===== config.mk =====
export PLATFORM = sky130hd
export DESIGN_NAME = channel_timeout_monitor_flat
export DESIGN_NICKNAME = d
export VERILOG_FILES = /design/src/ctm_pkg.sv /design/src/ctm_intf.sv /design/src/channel_timeout_monitor.sv /design/src/ctm_unit.sv /design/src/flat_wrapper.sv
export SDC_FILE = /design/constraint.sdc
export NUM_CORES = 2
export LEC_CHECK = 0
export ABC_AREA = 0
export BUFFER_PORTS_ARGS = -buffer_cell sky130_fd_sc_hd__buf_2
export CORE_ASPECT_RATIO = 0.5
export CORE_MARGIN = 8
export CORE_UTILIZATION = 50
export DETAILED_ROUTE_END_ITERATION = 6
export PLACE_DENSITY = 0.7
export REMOVE_ABC_BUFFERS = 1
export SLEW_MARGIN = 15
export SYNTH_ARGS = -nofsm -noshare
export SYNTH_HDL_FRONTEND = slang
export SYNTH_SLANG_ARGS = --single-unit

===== constraint.sdc =====
create_clock -name clk -period 7.3 [get_ports clk]
set_input_delay 0.73 -clock clk [delete_from_list [all_inputs] [get_ports clk]]
set_output_delay 0.73 -clock clk [all_outputs]
set_load 0.02 [all_outputs]

===== src/ctm_pkg.sv =====
// Package holding the shared types and constants of the channel timeout monitor.
`timescale 1ns / 1ps

package ctm_pkg;

    localparam int MAX_CHANNELS = 4;
    localparam int CHAN_W       = 2;
    localparam int TIME_W       = 64;
    localparam int LIMIT_MS_W   = 16;
    localparam int STATUS_W     = 2;
    localparam int CFG_IDX_W    = 2;
    localparam int SCALE_W      = 20;

    localparam logic [SCALE_W-1:0] NS_PER_MS = 20'd1000000;

    // Request kinds.
    localparam logic REQ_ARRIVAL = 1'b0;
    localparam logic REQ_CHECK   = 1'b1;

    // Channel status codes.
    localparam logic [STATUS_W-1:0] ST_NORMAL  = 2'd0;
    localparam logic [STATUS_W-1:0] ST_WARNING = 2'd1;
    localparam logic [STATUS_W-1:0] ST_ERROR   = 2'd2;

    // Configuration register indexes.
    localparam logic [CFG_IDX_W-1:0] CFG_ENABLE    = 2'd0;
    localparam logic [CFG_IDX_W-1:0] CFG_WARN_LIM  = 2'd1;
    localparam logic [CFG_IDX_W-1:0] CFG_ERROR_LIM = 2'd2;

    typedef logic [TIME_W-1:0] time_t;

    // Control from the sequencer to the shared compare unit.
    typedef struct packed {
        logic                  lim_load;
        logic [LIMIT_MS_W-1:0] lim_ms;
    } unit_ctl_t;

endpackage


===== src/ctm_intf.sv =====
// Interfaces for the request, result and configuration channels.
`timescale 1ns / 1ps

interface ctm_req_if;
    logic                       valid;
    logic                       ready;
    logic                       req_type;
    logic [ctm_pkg::CHAN_W-1:0] chan;
    ctm_pkg::time_t             time_ns;

    modport source (output valid, req_type, chan, time_ns, input ready);
    modport sink   (input valid, req_type, chan, time_ns, output ready);
endinterface

interface ctm_rsp_if;
    logic                         valid;
    logic                         ready;
    logic [ctm_pkg::CHAN_W-1:0]   out_chan;
    logic [ctm_pkg::STATUS_W-1:0] status;
    logic                         changed;
    ctm_pkg::time_t               age_ns;
    logic                         enabled;
    logic                         last;

    modport source (output valid, out_chan, status, changed, age_ns, enabled, last,
                    input ready);
    modport sink   (input valid, out_chan, status, changed, age_ns, enabled, last,
                    output ready);
endinterface

interface ctm_cfg_if;
    logic                          valid;
    logic                          ready;
    logic [ctm_pkg::CFG_IDX_W-1:0] index;
    logic [ctm_pkg::TIME_W-1:0]    data;

    modport source (output valid, index, data, input ready);
    modport sink   (input valid, index, data, output ready);
endinterface


===== src/channel_timeout_monitor.sv =====
// Top level of the channel timeout monitor: state store, sequencer and result register.
`timescale 1ns / 1ps

// Heartbeat watchdog for up to four message channels.
// The req channel takes arrivals (req_type 0), which store a timestamp for one
// enabled channel and give no result, and checks (req_type 1), which carry the
// current time. Each check produces NUM_CHANNELS result beats on the rsp
// channel in channel order, the final one marked with last. The cfg channel
// writes the enable mask and the packed warning and error limits; it is always
// ready and should only be used while the block is idle.
// An arrival is handled in the idle state and the block is ready again at once. A check
// walks the channels one after another through a single 64-bit subtract and
// compare unit in the steps age, error compare, warning compare and result for a
// channel that has history; the warning compare is skipped when the error limit is
// hit, and a disabled or not yet seen channel goes straight to the result step.
// The req channel is not ready during a check.
// Results leave through a single output register; if the receiver stalls, the
// walk pauses at the result step until the register frees up.
// Reset clears the configuration, all per-channel history and the output valid flag.

module channel_timeout_monitor #(
    parameter int NUM_CHANNELS = 4
) (
    input  logic      clk,
    input  logic      rst_n,
    ctm_req_if.sink   req,
    ctm_rsp_if.source rsp,
    ctm_cfg_if.sink   cfg
);

    localparam logic [2:0] S_IDLE = 3'd0;
    localparam logic [2:0] S_EVAL = 3'd1;
    localparam logic [2:0] S_ERR  = 3'd2;
    localparam logic [2:0] S_WARN = 3'd3;
    localparam logic [2:0] S_EMIT = 3'd4;

    localparam int CW = ctm_pkg::CHAN_W;
    localparam int SW = ctm_pkg::STATUS_W;
    localparam logic [CW-1:0] LAST_CH = CW'(NUM_CHANNELS - 1);

    // Configuration registers.
    logic [ctm_pkg::MAX_CHANNELS-1:0] enable_reg;
    ctm_pkg::time_t                   warn_reg;
    ctm_pkg::time_t                   error_reg;

    // Per-channel history.
    ctm_pkg::time_t last_seen_reg  [ctm_pkg::MAX_CHANNELS];
    ctm_pkg::time_t last_age_reg   [ctm_pkg::MAX_CHANNELS];
    logic [SW-1:0]  cur_state_reg  [ctm_pkg::MAX_CHANNELS];
    logic [SW-1:0]  prev_state_reg [ctm_pkg::MAX_CHANNELS];

    // Sequencer.
    logic [2:0]     state_reg;
    logic [2:0]     state_next;
    logic [CW-1:0]  ch_reg;
    logic [CW-1:0]  ch_next;
    ctm_pkg::time_t now_reg;

    // Output register.
    logic           out_valid_reg;
    logic [CW-1:0]  out_chan_reg;
    logic [SW-1:0]  out_status_reg;
    logic           out_changed_reg;
    ctm_pkg::time_t out_age_reg;
    logic           out_enabled_reg;
    logic           out_last_reg;

    logic               req_fire;
    logic               arr_on;
    logic               ch_on;
    logic               emit_go;
    logic               is_last;
    ctm_pkg::unit_ctl_t ctl;
    ctm_pkg::time_t     op_a;
    ctm_pkg::time_t     op_b;
    ctm_pkg::time_t     lim_ns;
    ctm_pkg::time_t     diff;
    logic               gt;

    assign req.ready = (state_reg == S_IDLE);
    assign req_fire  = req.valid && req.ready;
    assign cfg.ready = 1'b1;

    assign arr_on  = ({1'b0, req.chan} < (CW+1)'(NUM_CHANNELS)) && enable_reg[req.chan];
    assign ch_on   = enable_reg[ch_reg];
    assign is_last = (ch_reg == LAST_CH);
    assign emit_go = (state_reg == S_EMIT) && (!out_valid_reg || rsp.ready);

    // The error limit is scaled while the age is formed, the warning limit while
    // the age is compared against the error limit.
    always_comb
    begin
        ctl.lim_load = (state_reg == S_EVAL) || (state_reg == S_ERR);
        ctl.lim_ms   = (state_reg == S_EVAL)
                     ? error_reg[ch_reg*ctm_pkg::LIMIT_MS_W +: ctm_pkg::LIMIT_MS_W]
                     : warn_reg[ch_reg*ctm_pkg::LIMIT_MS_W +: ctm_pkg::LIMIT_MS_W];
        if (state_reg == S_EVAL)
        begin
            op_a = now_reg;
            op_b = last_seen_reg[ch_reg];
        end
        else
        begin
            op_a = last_age_reg[ch_reg];
            op_b = lim_ns;
        end
    end

    ctm_unit u_unit (
        .clk    (clk),
        .rst_n  (rst_n),
        .ctl    (ctl),
        .a      (op_a),
        .b      (op_b),
        .lim_ns (lim_ns),
        .diff   (diff),
        .gt     (gt)
    );

    always_comb
    begin
        state_next = state_reg;
        ch_next    = ch_reg;
        case (state_reg)
            S_IDLE:
            begin
                if (req_fire && (req.req_type == ctm_pkg::REQ_CHECK))
                begin
                    state_next = S_EVAL;
                    ch_next    = '0;
                end
            end
            S_EVAL:
            begin
                if (ch_on && (last_seen_reg[ch_reg] != '0))
                begin
                    state_next = S_ERR;
                end
                else
                begin
                    state_next = S_EMIT;
                end
            end
            S_ERR:
            begin
                state_next = gt ? S_EMIT : S_WARN;
            end
            S_WARN:
            begin
                state_next = S_EMIT;
            end
            S_EMIT:
            begin
                if (emit_go)
                begin
                    if (is_last)
                    begin
                        state_next = S_IDLE;
                    end
                    else
                    begin
                        state_next = S_EVAL;
                        ch_next    = ch_reg + 1'b1;
                    end
                end
            end
            default:
            begin
                state_next = S_IDLE;
            end
        endcase
    end

    always_ff @(posedge clk or negedge rst_n)
    begin
        if (!rst_n)
        begin
            state_reg <= S_IDLE;
            ch_reg    <= '0;
        end
        else
        begin
            state_reg <= state_next;
            ch_reg    <= ch_next;
        end
    end

    always_ff @(posedge clk)
    begin
        if (req_fire)
        begin
            now_reg <= req.time_ns;
        end
    end

    // Configuration writes; indexes beyond the list are dropped.
    always_ff @(posedge clk or negedge rst_n)
    begin
        if (!rst_n)
        begin
            enable_reg <= '0;
            warn_reg   <= '0;
            error_reg  <= '0;
        end
        else if (cfg.valid && cfg.ready)
        begin
            case (cfg.index)
                ctm_pkg::CFG_ENABLE:    enable_reg <= cfg.data[ctm_pkg::MAX_CHANNELS-1:0];
                ctm_pkg::CFG_WARN_LIM:  warn_reg   <= cfg.data;
                ctm_pkg::CFG_ERROR_LIM: error_reg  <= cfg.data;
                default:                ;
            endcase
        end
    end

    // History update. An unseen channel adopts the check time and keeps its status.
    always_ff @(posedge clk or negedge rst_n)
    begin
        if (!rst_n)
        begin
            for (int i = 0; i < ctm_pkg::MAX_CHANNELS; i++)
            begin
                last_seen_reg[i]  <= '0;
                last_age_reg[i]   <= '0;
                cur_state_reg[i]  <= ctm_pkg::ST_NORMAL;
                prev_state_reg[i] <= ctm_pkg::ST_NORMAL;
            end
        end
        else
        begin
            case (state_reg)
                S_IDLE:
                begin
                    if (req_fire && (req.req_type == ctm_pkg::REQ_ARRIVAL) && arr_on)
                    begin
                        last_seen_reg[req.chan] <= req.time_ns;
                    end
                end
                S_EVAL:
                begin
                    if (ch_on)
                    begin
                        if (last_seen_reg[ch_reg] != '0)
                        begin
                            last_age_reg[ch_reg] <= gt ? diff : '0;
                        end
                        else
                        begin
                            last_seen_reg[ch_reg] <= now_reg;
                            last_age_reg[ch_reg]  <= '0;
                        end
                    end
                end
                S_ERR:
                begin
                    if (gt)
                    begin
                        prev_state_reg[ch_reg] <= cur_state_reg[ch_reg];
                        cur_state_reg[ch_reg]  <= ctm_pkg::ST_ERROR;
                    end
                end
                S_WARN:
                begin
                    prev_state_reg[ch_reg] <= cur_state_reg[ch_reg];
                    cur_state_reg[ch_reg]  <= gt ? ctm_pkg::ST_WARNING : ctm_pkg::ST_NORMAL;
                end
                default:
                begin
                end
            endcase
        end
    end

    // Result register: a disabled channel reports zeros apart from its index and last.
    always_ff @(posedge clk or negedge rst_n)
    begin
        if (!rst_n)
        begin
            out_valid_reg <= 1'b0;
        end
        else if (emit_go)
        begin
            out_valid_reg <= 1'b1;
        end
        else if (rsp.ready)
        begin
            out_valid_reg <= 1'b0;
        end
    end

    always_ff @(posedge clk)
    begin
        if (emit_go)
        begin
            out_chan_reg    <= ch_reg;
            out_status_reg  <= ch_on ? cur_state_reg[ch_reg] : ctm_pkg::ST_NORMAL;
            out_changed_reg <= ch_on && (cur_state_reg[ch_reg] != prev_state_reg[ch_reg]);
            out_age_reg     <= ch_on ? last_age_reg[ch_reg] : '0;
            out_enabled_reg <= ch_on;
            out_last_reg    <= is_last;
        end
    end

    assign rsp.valid    = out_valid_reg;
    assign rsp.out_chan = out_chan_reg;
    assign rsp.status   = out_status_reg;
    assign rsp.changed  = out_changed_reg;
    assign rsp.age_ns   = out_age_reg;
    assign rsp.enabled  = out_enabled_reg;
    assign rsp.last     = out_last_reg;

    // A check always starts its walk at channel zero.
    a_check_start: assert property (@(posedge clk) disable iff (!rst_n)
        (req_fire && (req.req_type == ctm_pkg::REQ_CHECK)) |=>
            (state_reg == S_EVAL) && (ch_reg == '0))
        else $error("check did not start at channel zero");

    // The final result of a walk returns the sequencer to idle.
    a_walk_end: assert property (@(posedge clk) disable iff (!rst_n)
        (emit_go && is_last) |=> (state_reg == S_IDLE) && rsp.valid && rsp.last)
        else $error("walk did not finish after its last result");

    // A status code outside the defined three never leaves the block.
    a_status_code: assert property (@(posedge clk) disable iff (!rst_n)
        rsp.valid |-> (rsp.status == ctm_pkg::ST_NORMAL) ||
                      (rsp.status == ctm_pkg::ST_WARNING) ||
                      (rsp.status == ctm_pkg::ST_ERROR))
        else $error("undefined status code on result");

    // A disabled channel reports nothing but its index and position.
    a_disabled_zero: assert property (@(posedge clk) disable iff (!rst_n)
        (rsp.valid && !rsp.enabled) |->
            (rsp.age_ns == '0) && (rsp.status == ctm_pkg::ST_NORMAL) && !rsp.changed)
        else $error("disabled channel result carries data");

endmodule


===== src/ctm_unit.sv =====
// Shared 64-bit subtract and compare unit with a registered threshold scaler.
`timescale 1ns / 1ps

module ctm_unit (
    input  logic               clk,
    input  logic               rst_n,
    input  ctm_pkg::unit_ctl_t ctl,
    input  ctm_pkg::time_t     a,
    input  ctm_pkg::time_t     b,
    output ctm_pkg::time_t     lim_ns,
    output ctm_pkg::time_t     diff,
    output logic               gt
);

    logic [ctm_pkg::LIMIT_MS_W+ctm_pkg::SCALE_W-1:0] prod;
    ctm_pkg::time_t lim_reg;
    ctm_pkg::time_t lim_next;

    // A 16 by 20 bit product always fits, so the limit needs no saturation.
    assign prod     = ctl.lim_ms * ctm_pkg::NS_PER_MS;
    assign lim_next = ctl.lim_load
                    ? {{(ctm_pkg::TIME_W-ctm_pkg::LIMIT_MS_W-ctm_pkg::SCALE_W){1'b0}}, prod}
                    : lim_reg;

    always_ff @(posedge clk or negedge rst_n)
    begin
        if (!rst_n)
        begin
            lim_reg <= '0;
        end
        else
        begin
            lim_reg <= lim_next;
        end
    end

    assign lim_ns = lim_reg;
    assign diff   = a - b;
    assign gt     = a > b;

endmodule


===== src/flat_wrapper.sv =====
// flat-port wrapper written by rule: the top's interface ports become plain ports
module channel_timeout_monitor_flat 
#(
    parameter int NUM_CHANNELS = 4
)
  (clk, rst_n, req_valid, req_req_type, req_chan, req_time_ns, req_ready, rsp_valid, rsp_out_chan, rsp_status, rsp_changed, rsp_age_ns, rsp_enabled, rsp_last, rsp_ready, cfg_valid, cfg_index, cfg_data, cfg_ready);
  ctm_req_if req_i ();
  ctm_rsp_if rsp_i ();
  ctm_cfg_if cfg_i ();
  input  logic clk;
  input  logic rst_n;
  input wire logic [$bits(req_i.valid)-1:0] req_valid;
  input wire logic [$bits(req_i.req_type)-1:0] req_req_type;
  input wire logic [$bits(req_i.chan)-1:0] req_chan;
  input wire logic [$bits(req_i.time_ns)-1:0] req_time_ns;
  output wire logic [$bits(req_i.ready)-1:0] req_ready;
  output wire logic [$bits(rsp_i.valid)-1:0] rsp_valid;
  output wire logic [$bits(rsp_i.out_chan)-1:0] rsp_out_chan;
  output wire logic [$bits(rsp_i.status)-1:0] rsp_status;
  output wire logic [$bits(rsp_i.changed)-1:0] rsp_changed;
  output wire logic [$bits(rsp_i.age_ns)-1:0] rsp_age_ns;
  output wire logic [$bits(rsp_i.enabled)-1:0] rsp_enabled;
  output wire logic [$bits(rsp_i.last)-1:0] rsp_last;
  input wire logic [$bits(rsp_i.ready)-1:0] rsp_ready;
  input wire logic [$bits(cfg_i.valid)-1:0] cfg_valid;
  input wire logic [$bits(cfg_i.index)-1:0] cfg_index;
  input wire logic [$bits(cfg_i.data)-1:0] cfg_data;
  output wire logic [$bits(cfg_i.ready)-1:0] cfg_ready;
  assign req_i.valid = req_valid;
  assign req_i.req_type = req_req_type;
  assign req_i.chan = req_chan;
  assign req_i.time_ns = req_time_ns;
  assign req_ready = req_i.ready;
  assign rsp_valid = rsp_i.valid;
  assign rsp_out_chan = rsp_i.out_chan;
  assign rsp_status = rsp_i.status;
  assign rsp_changed = rsp_i.changed;
  assign rsp_age_ns = rsp_i.age_ns;
  assign rsp_enabled = rsp_i.enabled;
  assign rsp_last = rsp_i.last;
  assign rsp_i.ready = rsp_ready;
  assign cfg_i.valid = cfg_valid;
  assign cfg_i.index = cfg_index;
  assign cfg_i.data = cfg_data;
  assign cfg_ready = cfg_i.ready;
  channel_timeout_monitor #(.NUM_CHANNELS(NUM_CHANNELS)) u_core (.clk(clk), .rst_n(rst_n), .req(req_i), .rsp(rsp_i), .cfg(cfg_i));
endmodule

After elaboration in Yosys (flattened, before gate mapping)
Cells that the tools add are included.

$add $sub $neg: 2. $mul: 1. Divide/modulo/power cells: 0. Magnitude comparators: 7. Eq/ne operators: 15. Shift-type cells: 2. Multiplexer cells: 53. Bitwise logic cells: 8. Reductions and logical operators: 27.

Operators with widths (number): $mux 256 (4); $bwmux 256 (3); $mux 64 (9); $pmux 256 s2 (1); $and 256x256->256 (1); $bmux 64 s2 (2); $demux 64 s2 (2); $not 256->256 (1); $shiftx 64x7->16 (2); $gt 64x64->1 (1); $reduce_bool 64->1 (1); $sub 64x64->64 (1); $pmux 8 s2 (2); $mul 16x14->30 const B (1); $bwmux 8 (2); $mux 16 (1); $mux 2 (8); $mux 8 (2); $pmux 3 s5 (1); $mux 3 (4); $reduce_and 2->1 (6); $logic_and 1x1->1 (9); $bmux 2 s2 (2); $ne 2x2->1 const B (4); other kinds (26) (45).

Register bits: 831. Bits in latches: 0. Bits in writable memories: 0. Bits in read-only memories: 0. Input port bits: 138. Output and inout bits: 74. Logic and storage cells: 145. Memories kept: 0.

Logic depth before layout (Yosys ltp)
Word-level depth: 9. Depth in mapped cells: 28. Depth with buffers taken out: 25.

Cells and area by module
From an unflattened synthesis, not the netlist that was laid out.

Cell total of the unflattened synthesis: 4263. Area total of the unflattened synthesis: 47505.6 um^2.

Modules (own cells, without submodules): channel_timeout_monitor (times used 1, cells each 3102, area each 38220.4 um^2, sequential area each 20719.9 um^2); ctm_unit (times used 1, cells each 1161, area each 9285.2 um^2, sequential area each 750.7 um^2).

Least setup slack after synthesis
OpenSTA, ideal clock, no wires.

Path kind: reg-to-reg. From: reg u_core.state_reg[0]. To: reg u_core.u_unit.lim_reg[35], in the netlist u_core.u_unit.lim_ns[35]. Library setup time: 125 ps. Arrival: 7387 ps. Required time: 7175 ps. Slack: -212 ps. Stages on the path, launching flop included: 26. Buffers on the path: 3. Cell sequence: dfrtp_1 clkbuf_1 nand3_1 clkbuf_1 buf_1 mux4_2 nand2_1 nand2_1 fa_1 inv_1 fa_1 fa_1 inv_1 ha_1 ha_1 ha_1 ha_1 a21o_1 a21o_1 a2111oi_0 o31ai_1 a21o_1 a221o_1 a21oi_1 xnor2_1 mux2_2.

Cells in the longest elaborated chain, start to end: 3. Elaborated cells on any way between the ends: 5.

RTL lines: from (decl) (line channel_timeout_monitor.sv:53) `logic [2:0] state_reg;`; from (signal assigned) (line channel_timeout_monitor.sv:183) `state_reg <= state_next;`; $eq 3x1->1 (line channel_timeout_monitor.sv:93, channel_timeout_monitor.sv:94); $mux 16 (line channel_timeout_monitor.sv:95) `? error_reg[ch_reg*ctm_pkg::LIMIT_MS_W +: ctm_pkg::LIMIT_MS_W]`; $mul 16x14->30 (line ctm_unit.sv:20) `assign prod = ctl.lim_ms * ctm_pkg::NS_PER_MS;`; to (signal assigned) (line ctm_unit.sv:33) `lim_reg <= lim_next;`; to (decl) (line ctm_unit.sv:16) `ctm_pkg::time_t lim_reg;`.

Several ways; a longest one is shown, not always the timed one. A chain may end at the register's enable or synchronous reset.

Worst setup path after layout
From: reg u_core.state_reg[1]. To: reg u_core.u_unit.lim_reg[35], in the netlist u_core.u_unit.lim_ns[35].

Same word-level chain as after synthesis.

==> reports/qor.txt <==
Largest cells by area after synthesis = dfrtp_1, edfxtp_1, mux4_2
CTS tree = built
Routed vias = 35.60k
Post-synth cell types = 76
Highest Clock Rate = 143.7 MHz
GP Congestion = 0.9354
Setup TNS = 0 ns
Layout cells sized above 1 = 19.36%
Busiest grt layer = met2
Violated checks = DRC
Met3 usage = 6.596%
Final period demand of the worst path = 6.959 ns
GR met2 Demand/Resource = 42.63%
Worst setup EP type = flip-flop
Area leader, netlist = dfrtp_1
Slowest library cell on the worst path = mux4_2
Share of Yosys cell area claimed by the top area cell type = 38.19%
Vias in the first global route = 36.05k
CP Data Arrival Time = 7.52 ns
Vias per inst = 6.422
Total wire length = 140800 um
Kind of critical path = flip-flop to flip-flop
Row cnt = 78
Gr ovfl total = 0
Area of the mapped netlist = 45610 sq um
FF+latch area = 21480 sq um
Die area = 101700 sq um
Max-slew violations = 0
Net count, final = 4635
Area of the core = 90470 sq um
Hold_buf cts = 0
DRC viols = 21
Slew headroom = 21.69%
TritonCTS buffer count = 79
Cell area after placement = 47930 sq um
DRT antenna net count = 0
Area Overhead vs Synth = 11.21%
Seq cells post-synth = 831
Met1 global-route usage = 36.30%
Delay-heaviest family, CP = adder cells
Tcrit/Tclk final = 95.33%
Die Height = 229.6 um
Synth Warn # = 0
Buffers plus inverters on the worst setup path = 6
Hold Crit Class = input port to asynchronous set/reset pin
IO Count = 212
Finish-stage setup viols = 0
DR iter-0 viols = 4428
Multi-input combinational cell area = 22570 sq um
Clock latency at the later pin of the worst-skew pair = 0.69 ns
Die W = 443.1 um
Hold_ws = 0.1379 ns
Wire per inst = 25.40 um
Avg Inst Size Synth = 10.88 sq um
Number of enable flip-flop cells after synthesis = 135
Largest net degree at the start of global routing = 164
CTS sink count = 831
Final instance area = 50720 sq um
Worst EP required = 7.87 ns
CTS root buf = clkbuf_16
PortBufs = 210
Proportion of synthesized chip area in sequential cells = 47.07%
First-pass GRT wire length = 215500 um
Clock Skew = 0.03791 ns
DP HPWL = 91830 um
CTS H-tree depth = 3
Synth async-reset ratio = 83.75%
Max-cap violations = 0
Status = finished with violations
Fin. Hold Viols = 0
Initial core utilization = 50.41%
Clock Path Buffers = 3
Total global-route track usage = 26.85%
RSZ-0062 raised after global routing = false
Peak fanout along the critical path = 14
Main synth FF type = dfrtp_1
1st-pass router iterations = 7
Cells after synthesis = 4194
Worst Tran Pin Value = 1.175 ns
Initial antenna violation count = 6
Critical Path Max Stage Delay = 0.52 ns
Worst Setup Start Kind = flip-flop
FILL cells = 7527
Clock transition at path regs = 0.07 ns
cell usage after synthesis (11+ instances only):
cell and n:
a21o_1 37, o21bai_1 17, nor2_1 267, buf_2 59, xor2_1 37, o31ai_1 38, and2_1 86, nor3_1 28
xnor2_1 48, a32oi_1 256, nand2b_1 16, a211oi_1 11, dfrtp_1 696, a31oi_1 15, o21a_1 22, mux2_2 197
ha_1 173, o21ai_1 20, inv_1 114, a21oi_1 288, clkbuf_1 216, o21ai_0 248, a22o_1 43, buf_1 23
nand4_1 21, o211ai_1 16, nand3_1 30, nor2b_1 21, nor4_1 19, mux4_2 166, edfxtp_1 135, mux2i_1 37
fa_1 52, and3_1 17, nand2_1 608, or3_1 11
area by class of cell:
| type | count | share of cell area, % |
|---|---|---|
| Tap cell | 1200 | 2.960 |
| Inverter | 115 | 0.8510 |
| Clock buffer | 122 | 4.823 |
| Sequential cell | 831 | 42.34 |
| Antenna cell | 5 | 0.02467 |
| Multi-Input combinational cell | 2940 | 44.50 |
| Timing Repair Buffer | 305 | 4.016 |
| Clock inverter | 25 | 0.4786 |
per-stage QoR:
stage / std cells / utilization (%) / setup WS (ns)
6_report: 5543 / 56.07 / 0.3406
5_1_grt: 5541 / 56.06 / 0.03937
4_1_cts: 5538 / 56.02 / 0.2387
3_5_place_dp: 5387 / 52.98 / -0.1139
3_3_place_gp: 5387 / 52.98 / 0.1481
2_1_floorplan: 3886 / - / -37.51
placed cells by master, fill, tap and decap left out, types with 52 or more instances in the layout:
cell type  instances
mux2_2           197
edfxtp_1         135
o21ai_0          247
inv_1            113
nor2_1           263
ha_1             169
mux4_2           166
buf_4             74
buf_2            209
fa_1              52
nand2_1          604
clkbuf_16         85
dfrtp_1          694
a21oi_1          288
and2_1            85
a32oi_1          256
path summary, 6_finish.rpt:
path | endpoint | slack [ns] | cells after the start | startpoint
min in group clk | u_core.now_reg[19]$_DFFE_PP_ | 0.29 | 1 | req_time_ns[19]
max | u_core.u_unit.lim_ns[35]$_DFFE_PN0P_ | 0.34 | 26 | u_core.state_reg[1]$_DFFE_PN0P_
min reg2reg | u_core.last_age_reg[111]$_DFFE_PN0P_ | 0.47 | 2 | u_core.last_age_reg[111]$_DFFE_PN0P_
max in group asynchronous | u_core.ch_reg[0]$_DFFE_PN0P_ | 5.59 | 2 | rst_n
min | u_core.error_reg[10]$_DFFE_PN0P_ | 0.14 | 1 | rst_n
max reg2reg | u_core.u_unit.lim_ns[35]$_DFFE_PN0P_ | 0.34 | 26 | u_core.state_reg[1]$_DFFE_PN0P_
logic make-up (layout without fill, tap and decap cells):
logic type,Yosys count,count (layout),synth area share [%]
AO/OA/AOI/OAI,1075,1075,15.64
XOR/XNOR,85,85,1.632
buffers and inverters,423,567,3.750
flip-flops,831,831,47.07
multiplexers,400,400,13.87
adder cells (fa/ha/maj),225,225,7.028
other,1,6,0.008222
AND/OR/NAND/NOR,1154,1154,10.99
layer usage:
layer  up-vias  wire length [um]
met5         -                 0
met4         0              5201
met3       344             13650
met1     17810             56750
li1      15580                 -
met2      1860             65200
what timing repair did:
action	in CTS	in global routing
endpoints found under the setup margin	1	1
resized for setup	1	7
buffers inserted	4	0
pin swaps	1	0
Power is left out: the tool's default activity adds up to more than one toggle a clock period on the data nets, which glitch-free logic cannot reach.
